$ cat config.mk
export PLATFORM = sky130hd
export DESIGN_NAME = bca_divider
export DESIGN_NICKNAME = d
export VERILOG_FILES = /design/src/hdl/bca_pkg.sv /design/src/hdl/bca_divider.sv
export SDC_FILE = /design/constraint.sdc
export NUM_CORES = 1
export LEC_CHECK = 0
export ABC_CLOCK_PERIOD_IN_PS = 2350
export BUFFER_PORTS_ARGS = -buffer_cell sky130_fd_sc_hd__buf_2
export CAP_MARGIN = 20
export CELL_PAD_IN_SITES_DETAIL_PLACEMENT = 2
export CELL_PAD_IN_SITES_GLOBAL_PLACEMENT = 2
export CORE_ASPECT_RATIO = 0.7
export CORE_MARGIN = 1
export CORE_UTILIZATION = 30
export CTS_CLUSTER_SIZE = 24
export DETAILED_ROUTE_END_ITERATION = 7
export PLACE_DENSITY = 0.84
export REMOVE_ABC_BUFFERS = 1
export SLEW_MARGIN = 40
export SYNTH_ARGS = -nofsm -noshare
export SYNTH_HDL_FRONTEND = slang
export SYNTH_SLANG_ARGS = --single-unit
$ cat constraint.sdc
create_clock -name clk -period 2.35 [get_ports clk]
set_input_delay 0.3525 -clock clk [delete_from_list [all_inputs] [get_ports clk]]
set_output_delay 0.3525 -clock clk [all_outputs]
set_load 0.1 [all_outputs]
$ cat src/hdl/bca_pkg.sv
`default_nettype none
// ----------------------------------------------------------------------------
// bca_pkg
// Types and constants shared by the binned coverage accumulator modules.
// ----------------------------------------------------------------------------
package bca_pkg;

  localparam int CMD_W     = 2;
  localparam int CONTIG_W  = 8;
  localparam int POS_W     = 31;
  localparam int SPAN_W    = 20;
  localparam int BIDX_W    = 12;
  localparam int SUM_W     = 40;
  localparam int STEP_W    = 16;
  localparam int DIV_W     = 32;
  localparam int DIV_CNT_W = 5;

  localparam logic [STEP_W-1:0] STEP_RESET = 16'd10000;

  localparam logic [CMD_W-1:0] CMD_ADD  = 2'd0;
  localparam logic [CMD_W-1:0] CMD_LOAD = 2'd1;
  localparam logic [CMD_W-1:0] CMD_READ = 2'd2;

  typedef enum logic [1:0] {
    ST_DONE  = 2'd0,
    ST_DROP  = 2'd1,
    ST_READ  = 2'd2,
    ST_CLAMP = 2'd3
  } status_t;

  typedef enum logic [3:0] {
    S_CLEAR,
    S_IDLE,
    S_LOOKUP,
    S_DIV_LEFT,
    S_DIV_RIGHT,
    S_CHECK,
    S_BUMP_RD,
    S_BUMP_WR,
    S_DIV_LOAD,
    S_READ_DATA,
    S_FINISH
  } state_t;

  typedef struct packed {
    logic [CMD_W-1:0]    command;
    logic [CONTIG_W-1:0] contig;
    logic [POS_W-1:0]    start_pos;
    logic [SPAN_W-1:0]   span_len;
    logic [POS_W-1:0]    contig_length;
    logic [BIDX_W-1:0]   bin_index;
  } in_req_t;

  typedef struct packed {
    status_t            status;
    logic [SUM_W-1:0]   depth_sum;
  } out_rsp_t;

  typedef struct packed {
    logic               start;
    logic [DIV_W-1:0]   dividend;
    logic [STEP_W-1:0]  divisor;
  } div_req_t;

  typedef struct packed {
    logic               done;
    logic [DIV_W-1:0]   quotient;
    logic [STEP_W-1:0]  remainder;
  } div_rsp_t;

endpackage
`default_nettype wire

$ cat src/hdl/bca_divider.sv
`default_nettype none
// ----------------------------------------------------------------------------
// bca_divider
// Restoring divider, one quotient bit per cycle, shared by the add and load commands.
// ----------------------------------------------------------------------------
module bca_divider (
  input  wire                logic clk,
  input  wire                logic rst_n,
  input  bca_pkg::div_req_t  div_req,
  output bca_pkg::div_rsp_t  div_rsp
);

  logic                            busy_r, busy_nxt;
  logic                            done_r, done_nxt;
  logic [bca_pkg::DIV_CNT_W-1:0]   cnt_r, cnt_nxt;
  logic [bca_pkg::DIV_W-1:0]       quo_r, quo_nxt;
  logic [bca_pkg::STEP_W-1:0]      rem_r, rem_nxt;
  logic [bca_pkg::STEP_W-1:0]      dvs_r, dvs_nxt;
  logic [bca_pkg::STEP_W:0]        trial_c;
  logic [bca_pkg::STEP_W:0]        diff_c;
  logic                            ge_c;

  assign trial_c = {rem_r, quo_r[bca_pkg::DIV_W-1]};
  assign diff_c  = trial_c - {1'b0, dvs_r};
  assign ge_c    = trial_c >= {1'b0, dvs_r};

  always_comb begin
    busy_nxt = busy_r;
    done_nxt = 1'b0;
    cnt_nxt  = cnt_r;
    quo_nxt  = quo_r;
    rem_nxt  = rem_r;
    dvs_nxt  = dvs_r;
    if (div_req.start) begin
      quo_nxt  = div_req.dividend;
      rem_nxt  = '0;
      dvs_nxt  = div_req.divisor;
      cnt_nxt  = bca_pkg::DIV_CNT_W'(bca_pkg::DIV_W - 1);
      busy_nxt = 1'b1;
    end else if (busy_r) begin
      quo_nxt = {quo_r[bca_pkg::DIV_W-2:0], ge_c};
      rem_nxt = ge_c ? diff_c[bca_pkg::STEP_W-1:0] : trial_c[bca_pkg::STEP_W-1:0];
      if (cnt_r == '0) begin
        busy_nxt = 1'b0;
        done_nxt = 1'b1;
      end else begin
        cnt_nxt = cnt_r - 1'b1;
      end
    end
  end

  always_ff @(posedge clk) begin
    if (!rst_n) begin
      busy_r <= 1'b0;
      done_r <= 1'b0;
    end else begin
      busy_r <= busy_nxt;
      done_r <= done_nxt;
    end
    cnt_r <= cnt_nxt;
    quo_r <= quo_nxt;
    rem_r <= rem_nxt;
    dvs_r <= dvs_nxt;
  end

  assign div_rsp.done      = done_r;
  assign div_rsp.quotient  = quo_r;
  assign div_rsp.remainder = rem_r;

endmodule
`default_nettype wire

# Yosys cells after proc, flatten, opt, wreduce, memory -nomap -nowiden
# Index checks and enable logic that the tools add are counted.
dict set report classes {
  n_addsub 2
  magnitude_cmp 1
  mux 7
  bitwise_logic 3
  reduce_logical 4
}
# cell n
set op_table {}
lappend op_table {{2-to-1 mux 32 bit} 2}
lappend op_table {{>= comparator 17 x 16 -> 1 bit} 1}
lappend op_table {{2-to-1 mux 16 bit} 1}
lappend op_table {{subtractor 16 bit} 1}
lappend op_table {{logical NOT 5 bit} 1}
lappend op_table {{subtractor 5 x 1 -> 5 bit (second input constant)} 1}
lappend op_table {{2-to-1 mux 1 bit} 4}
lappend op_table {{inverter 1 bit} 3}
lappend op_table {{OR reduction 3 bit} 1}
lappend op_table {{AND reduction 2 bit} 1}
lappend op_table {{nonzero test 2 bit} 1}
dict set report word_totals {
  reg_bits 71
  input_bits 51
  out_inout_bits 49
  wordCells 23
}

# Logic depth before layout (Yosys ltp)
# Gate-level depths: netlist of the first run.
dict set report depth {
  ltp_word 4
  depth_mapped 10
  depth_no_buf 9
}

# Least setup slack after synthesis of the first run
# No wires, ideal clock.
dict set report synth_path {
  kind {reg2reg}
  startpoint {register rem_r[13] in the netlist's numbering}
  endpoint {register quo_r[0] in the netlist's numbering, data pin}
  setup_time_ns 0.260
  arrival_ns 2.822
  required_ns 2.090
  slack_ns -0.732
  stages_incl_launch_ff 9
  n_path_buf 1
  period_less_slack_ns 3.082
  cell_sequence {dfxtp_1 -> ha_1 -> a21o_1 -> a211oi_2 -> o311ai_2 -> nor3_4 -> buf_6 -> nor2_1 -> mux2_2}
}
dict set report synth_between {
  elab_chain_len 3
}
# element line
set synth_lines {}
lappend synth_lines {{start: declaration} bca_divider.sv:17} ;# logic [bca_pkg::STEP_W-1:0] rem_r, rem_nxt;
lappend synth_lines {{start signal: assignment} bca_divider.sv:62} ;# rem_r <= rem_nxt;
lappend synth_lines {{>= comparator 17 x 16 -> 1 bit} bca_divider.sv:25} ;# assign ge_c = trial_c >= {1'b0, dvs_r};
lappend synth_lines {{2-to-1 mux 32 bit} bca_divider.sv:40} ;# end else if (busy_r) begin
lappend synth_lines {{2-to-1 mux 32 bit} bca_divider.sv:34} ;# if (div_req.start) begin
lappend synth_lines {{net quo_nxt, one bit} bca_divider.sv:16} ;# logic [bca_pkg::DIV_W-1:0] quo_r, quo_nxt;
lappend synth_lines {{end signal: assignment} bca_divider.sv:61} ;# quo_r <= quo_nxt;
lappend synth_lines {{end: declaration} bca_divider.sv:16}
# The timed path passes the listed nets, and every way through them passes these cells. The select of a mux whose other input is x is not followed.
# A chain may end at the register's enable or synchronous reset.

# Worst setup path in the final report of the first run
dict set report layout_path {
  startpoint {register dvs_r[1] in the netlist's numbering}
  endpoint {register rem_r[6] in the netlist's numbering}
}
dict set report layout_between {
  elab_chain_len 2
  word_cells_on_any_way 3
  cone_classes {add/sub (1); order compare (1); mux (1)}
}
# element line
set layout_lines {}
lappend layout_lines {{start: declaration} bca_divider.sv:18} ;# logic [bca_pkg::STEP_W-1:0] dvs_r, dvs_nxt;
lappend layout_lines {{start signal: assignment} bca_divider.sv:63} ;# dvs_r <= dvs_nxt;
lappend layout_lines {{subtractor 16 bit or >= comparator 17 x 16 -> 1 bit (tied branches)} {bca_divider.sv:24, bca_divider.sv:25}}
lappend layout_lines {{2-to-1 mux 16 bit (*)} bca_divider.sv:42} ;# rem_nxt = ge_c ? diff_c[bca_pkg::STEP_W-1:0] : trial_c[bca_pkg::STEP_W-1:0];
# Mark *: on every way between the ends. The rest lies on a longest branch, timed or not.

==> results of run 1 <==
stage by stage:
step	cells	cell area, sq um	hold WS (ps)	util (%)
6_report	679	5700	179	45.3
5_1_grt	679	5700	162	45.3
4_1_cts	675	5530	162	43.9
3_5_place_dp	655	4980	460	39.6
3_3_place_gp	655	4980	436	39.6
2_1_floorplan	336	3840	421	-
logic make-up (layout without fill, tap and decap cells):
group	after synthesis	in the layout	share of synthesized area, %
AOI/OAI and AO/OA	94	94	18.2
xor gates and xnor gates	7	7	1.57
adders and majority gates	18	18	5.94
buffers and inverters	40	206	4.38
DFF	71	71	48.6
muxes	33	33	9.46
and+or+nand+nor	88	88	11.9
cells in the final DEF, fill, tap and decap left out, drive strengths merged, types with 3 or more instances in the layout:
cell,count
nand2b,4
ha,17
nor2,20
o21ai,18
mux2,32
clkbuf,9
and2,4
o31ai,5
nand3,9
o311ai,4
a211oi,10
and3,3
nand4,6
xnor2,6
o211ai,10
inv,30
buf,165
or3,4
a21o,4
nor2b,3
nor3,10
a21oi,20
nand2,18
o21a,3
edfxtp,48
nor4,3
a2111oi,3
dfxtp,23
a31oi,3
final cells by class:
type,instances,area share [%]
tap,162,3.55
clock buffer,9,3.95
clock inverter,7,1.29
inverter,25,1.65
multi-input combinational,240,38.2
timing repair buffer,165,18.1
sequential,71,33.3
repair_timing:
action / CTS / global route
buffers inserted: 4 / 4
pin swaps: 15 / 26
gates resized for setup: 41 / 34
setup endpoints to repair: 17 / 17
synth_stat cells, drive strengths merged, types with 3 or more instances:
master,instances
a2111oi,3
a211oi,10
a21o,4
a21oi,20
a31oi,3
and2,4
and3,3
buf,8
clkbuf,7
dfxtp,23
edfxtp,48
ha,17
inv,25
mux2,32
nand2,18
nand2b,4
nand3,9
nand4,6
nor2,20
nor2b,3
nor3,10
nor4,3
o211ai,10
o21a,3
o21ai,18
o311ai,4
o31ai,5
or3,4
xnor2,6
power groups by stage:
stage	clock [W]	combinational, W	sequential, W
6_report	0.00139	0.00140	0.00151
3_3_place_gp	0	0.00120	0.00152
3_5_place_dp	0	0.00125	0.00153
4_1_cts	0.00142	0.00134	0.00151
5_1_grt	0.00147	0.00146	0.00153
2_1_floorplan	0	0.000351	0.00204
per-layer routing:
metal	wire, um	vias to the layer above	GRT usage, %
li1	-	1667	-
met1	6310	1812	26.8
met2	7460	96	39.7
met3	871	20	6.75
met4	180	0	5.62
met5	0	-	0
sequential cells by signal, indices dropped and copies added (netlist names):
signal and cells:
quo_r 32, dvs_r 16, rem_r 16, cnt_r 5, busy_r 1, done_r 1
worst register-to-register path, stage by stage, from the launching register on:
cell	delay (ps)
edfxtp_1	440
inv_2	110
ha_4	210
nor2b_4	130
o31ai_4	290
a211oi_4	140
or3_4	420
buf_4	180
a21oi_2	170
a211oi_2	90
path summary, 6_finish.rpt:
| kind | start | to | slack (ps) | cells past startpoint |
|---|---|---|---|---|
| hold reg to reg | cnt_r[4]$_SDFFE_PP1P_ | cnt_r[4]$_SDFFE_PP1P_ | 480 | 2 |
| hold / removal | div_req[4] | dvs_r[4]$_DFFE_PP_ | 180 | 1 |
| setup / recovery | dvs_r[1]$_DFFE_PP_ | rem_r[6]$_SDFFE_PP0P_ | 40 | 9 |
| setup reg to reg | dvs_r[1]$_DFFE_PP_ | rem_r[6]$_SDFFE_PP0P_ | 40 | 9 |
==> results.md, run 1 <==
* Max-cap violation count at 0
* Hold Path Class: in2reg
* Main synth FF type: edfxtp_1
* Area of the die at between 10000 and 15000 sq um
* Row cnt at 34
* Clock sink count at 71
* WL/cell at 21.8 um
* FILL cells at 1294
* Synth unique cells at 65
* Sw power at roughly 0.0017 W
* CTS max path bufs at 2
* Antenna violations before repair at 0
* Vias in the first global route at 4036
* Clock network fraction of design power at 32.3%
* Final wirelength at ~15 mm
* CTS tree: yes
* Combinational cell fraction of total power at 32.6%
* RSZ-0062 raised after global routing: yes
* Endpoints failing setup at 0
* Synthesis warning total at 0
* Htree depth at 3
* Avg Cell Area, Syn at 11.2 sq um
* Synth top area cells: edfxtp_1, dfxtp_1, mux2_2
* Tot GR Track Use at 22.6%
* Port Buffers at 99
* Setup WS post-layout at around 42 ps
* # diodes at 0
* Pins over their slew limit at 0
* Failing checks: design-rule violations
* Dpl ws at -165 ps
* Worst slew pin tran at ~600 ps
* PwrDens at 754 nW/um^2
* Max stage delay on crit path at between 400 and 500 ps
* First-pass GRT wire length at approximately 23 mm
* GPL Wtd Cong at ~0.87
* Synth Cell Area at 3920 sq um
* Share of power burned in registers at between 30% and 40%
* Largest net degree at the start of global routing at 44
* Via count at 3595
* Initial Utilization at between 30% and 40%
* Period minus WS final at 2310 ps
* HPWL Detailed at 10.5 mm
* Die Height at 97.6 um
* Clk_lat worst skew at 350 ps
* Sw Ratio at about two fifths
* Fin crit share at 98.2%
* Core box area at 12600 sq um
* Leakage at 2.37 nW
* Int Power at between 0.002 and 0.003 W
* Number of enable flip-flop cells after synthesis at 48
* Setup TNS at 0 ps
* Clock transition at path regs at 70 ps
* CTS Root Cell: clkbuf_16
* Asr flop ratio synth at 0%
* Worst VDD drop at about 0.00034 V
* FF/Latch Area at 1900 sq um
* Share of cells above drive strength 1 at between 50% and 60%
* Post-CTS Hold Fix Bufs at 0
* Crit-path leading delay family: compound AO/OA/AOI/OAI gates
* Max stage delay cell, worst path: edfxtp_1
* Critical-path cell list: inv_2 > ha_4 > nor2b_4 > o31ai_4 > a211oi_4 > or3_4 > buf_4 > a21oi_2 > a211oi_2
* DR vias/cell at 5.29
* Nets@finish at ~580
* Slew headroom at 60.2%
* Final Skew at 7.75 ps
* Multi-input logic area at 2180 sq um
* Worst setup SP type: flip-flop
* Max Fclk at ~0.43 GHz
* I/O pin total at 100
* Drt pass-1 iters at 6
* Area Overhead vs Synth at 45.7%
* Flops & latches, synth at 71
* WP data required at 2570 ps
* Width of the die at 139 um
* Routed Antenna Nets at 0
* Total power at approximately 0.0043 W
* Sequential fraction of the synthesis area at 48.6%
* Critical Path Fanout Max at 4
* Yosys top cell area share at 36.8%
* WP buf/inv at 2
* Crit. End Element: flip-flop
* Final hold vios at 0
* DR DRC count at 2
* Cts bufs inserted at 9
* GR Overflow Total at 0
* Worst Path Class, Setup: reg2reg
* Cell taking the most area after synthesis: edfxtp_1
* Worst EP arrival at approximately 2500 ps
* Status: finished, violations left
* Iter 0 DRT Violations at 168
* Gate Count Post-Synth at 351
Power figures use the tool's default switching activity.
==> inputs of run 2 (changes only) <==
--- a/config.mk
+++ b/config.mk
@@ -6,7 +6,7 @@
 export NUM_CORES = 1
 export LEC_CHECK = 0
 export ABC_CLOCK_PERIOD_IN_PS = 2350
-export BUFFER_PORTS_ARGS = -buffer_cell sky130_fd_sc_hd__buf_2
+export BUFFER_PORTS_ARGS = -buffer_cell sky130_fd_sc_hd__buf_4
 export CAP_MARGIN = 20
 export CELL_PAD_IN_SITES_DETAIL_PLACEMENT = 2
 export CELL_PAD_IN_SITES_GLOBAL_PLACEMENT = 2
==> run 2 against run 1 <==
Against the previous run:
- the flow finishes with violations (design-rule violations, negative setup slack)
- count of clock-buffer cells in the layout stayed put
- sequential share of layout area is 1.7 points lower
- via count is 5.5% higher
- clock power is 4% higher
- worst setup slack worse by 170 ps
- first-iteration DRC count is 0.60% lower
- wire length is 22% higher
- cell count is 1.6% higher
- hold slack worse by 13 ps
- global-route usage is 1.4 points higher
- critical endpoint unchanged
==> results.md, run 2 (synthesized netlist as in run 1, its figures left out) <==
* Hold Path Origin: div_req[5]
* Endpoints failing setup at 7
* Nets@finish at approximately 590
* Tot GR Track Use at 24.0%
* I/O pin total at 100
* Core box area at 12600 sq um
* Period minus WS final at 2480 ps
* Worst slew pin tran at 570 ps
* Layout Cells excl Fill at 690
* Clock sink count at 71
* Max Fclk at 0.403 GHz
* Drt pass-1 iters at 6
* CTS tree: yes
* Worst setup SP type: flip-flop
* RSZ-0062 raised after global routing: yes
* Iter 0 DRT Violations at 167
* First-pass GRT wire length at approximately 24 mm
* Critical R2R Capture: rem_r[6]$_SDFFE_PP0P_
* Clock transition at path regs at 70 ps
* Htree depth at 3
* Max reg flops at 32
* Cts bufs inserted at 9
* Port Buffers at slightly below 100
* Share of cells above drive strength 1 at around 54%
* Final Util at 47.8%
* GR Overflow Total at 0
* Crit. End Element: flip-flop
* Dpl ws at -345 ps
* Setup TNS at -390 ps
* Placed insts at 656
* Clk_lat worst skew at around 360 ps
* Worst VDD drop at 0.000475 V
* Final hold vios at 0
* Regs by FF count: quo_r (32), dvs_r (16), rem_r (16)
* Critical Path Sink: rem_r[6]$_SDFFE_PP0P_
* Hold Path Class: in2reg
* Width of the die at 139 um
* Crit path launch: dvs_r[3]$_DFFE_PP_
* Worst Path Class, Setup: reg2reg
* Fin crit share at 106%
* Final Skew at 10.0 ps
* Max-cap violation count at 0
* Status: finished, violations left
* Routed Antenna Nets at 0
* Area Overhead vs Synth at 53.6%
* Row cnt at 34
* FILL cells at 1277
* Vias in the first global route at 4180
* HPWL Detailed at between 10 and 15 mm
* WL/cell at 26.2 um
* Setup WS post-layout at -132 ps
* Leakage at 2.51 nW
* PwrDens at 749 nW/um^2
* Post-CTS Hold Fix Bufs at 0
* CTS max path bufs at 2
* GPL Wtd Cong at 0.891
* CTS Root Cell: clkbuf_16
* Slew headroom at just over 60%
* Commonest non-fill, non-tap cell in the layout: buf_4
* Via count at between 3000 and 4000
* Worst R2R Path Depth at 10
* Failing checks: design-rule violations, negative setup slack
* # diodes at 0
* Pins over their slew limit at 0
* Worst EP arrival at 2740 ps
* DR vias/cell at 5.49
* Largest net degree at the start of global routing at 36
* Critical Path Fanout Max at 3
* Area of the die at 13500 sq um
* Die Height at just under 100 um
* Final wirelength at 18.1 mm
* DR DRC count at 2
* Total power at between 0.004 and 0.005 W
* Antenna violations before repair at 0
* R2r startpoint: dvs_r[3]$_DFFE_PP_
* R2r setup slk at -130 ps
* Initial Utilization at 31.1%
* WP data required at between 2000 and 3000 ps
* Commonest cells after routing, fill and taps aside: buf_4, edfxtp_1, mux2_2
* Most flop-heavy register: quo_r
-- run 2: per-layer routing --
layer	global-route usage (%)	up-vias	part of all wire [%]
met2	42.4	148	51
met1	27.3	1909	39
met4	8.82	0	4.0
met3	7.24	55	5.7
li1	-	1679	-
met5	0	-	0
-- run 2: final cells by class --
type	count	area (sq um)	share of cell area (%)
sequential	71	1910	31.7
clock buffer	9	225	3.75
tap	162	203	3.37
timing repair buffer	176	1380	23.0
multi-input combinational	240	2130	35.5
clock inverter	7	72.6	1.21
inverter	25	93.8	1.56
-- run 2: critical path, cell delays in order, from the launching register on --
cell and delay [ps]:
edfxtp_1 370, inv_1 110, ha_4 220, buf_4 160, o21ai_0 290, a21oi_2 70
buf_4 150, or4_2 540, nand4_1 140, o31ai_2 80, a211oi_1 250
-- run 2: through the flow --
step	instance area (sq um)	hold slack (ps)
global route	6010	156
CTS	5770	164
global placement	5250	436
finish	6010	166
floorplan	3840	421
detailed placement	5250	469
-- run 2: what timing repair did --
item / 4_1_cts / 5_1_grt
pin swaps: 15 / 30
resized for setup: 31 / 37
endpoints found under the setup margin: 17 / 16
hold endpoints to repair: 0 / 0
buffers inserted: 10 / 9
-- run 2: worst min path at each step --
| stage | slack, ps | cells past startpoint | end |
|---|---|---|---|
| 2_1_floorplan | 420 | 1 | rem_r[3]$_SDFFE_PP0P_ |
| 3_3_place_gp | 440 | 2 | cnt_r[4]$_SDFFE_PP1P_ |
| 3_5_place_dp | 470 | 2 | cnt_r[4]$_SDFFE_PP1P_ |
| 4_1_cts | 160 | 1 | dvs_r[5]$_DFFE_PP_ |
| 5_1_grt | 160 | 1 | dvs_r[5]$_DFFE_PP_ |
| 6_report | 170 | 1 | dvs_r[5]$_DFFE_PP_ |
-- run 2: power breakdown --
part | internal, W | switching (W) | leakage (nW) | total [W]
Clock | 0.000824 | 0.000620 | 0.142 | 0.00144
Combinational | 0.000519 | 0.00102 | 1.70 | 0.00153
Sequential | 0.00145 | 0.0000700 | 0.668 | 0.00152
Total | 0.00280 | 0.00171 | 2.51 | 0.00450
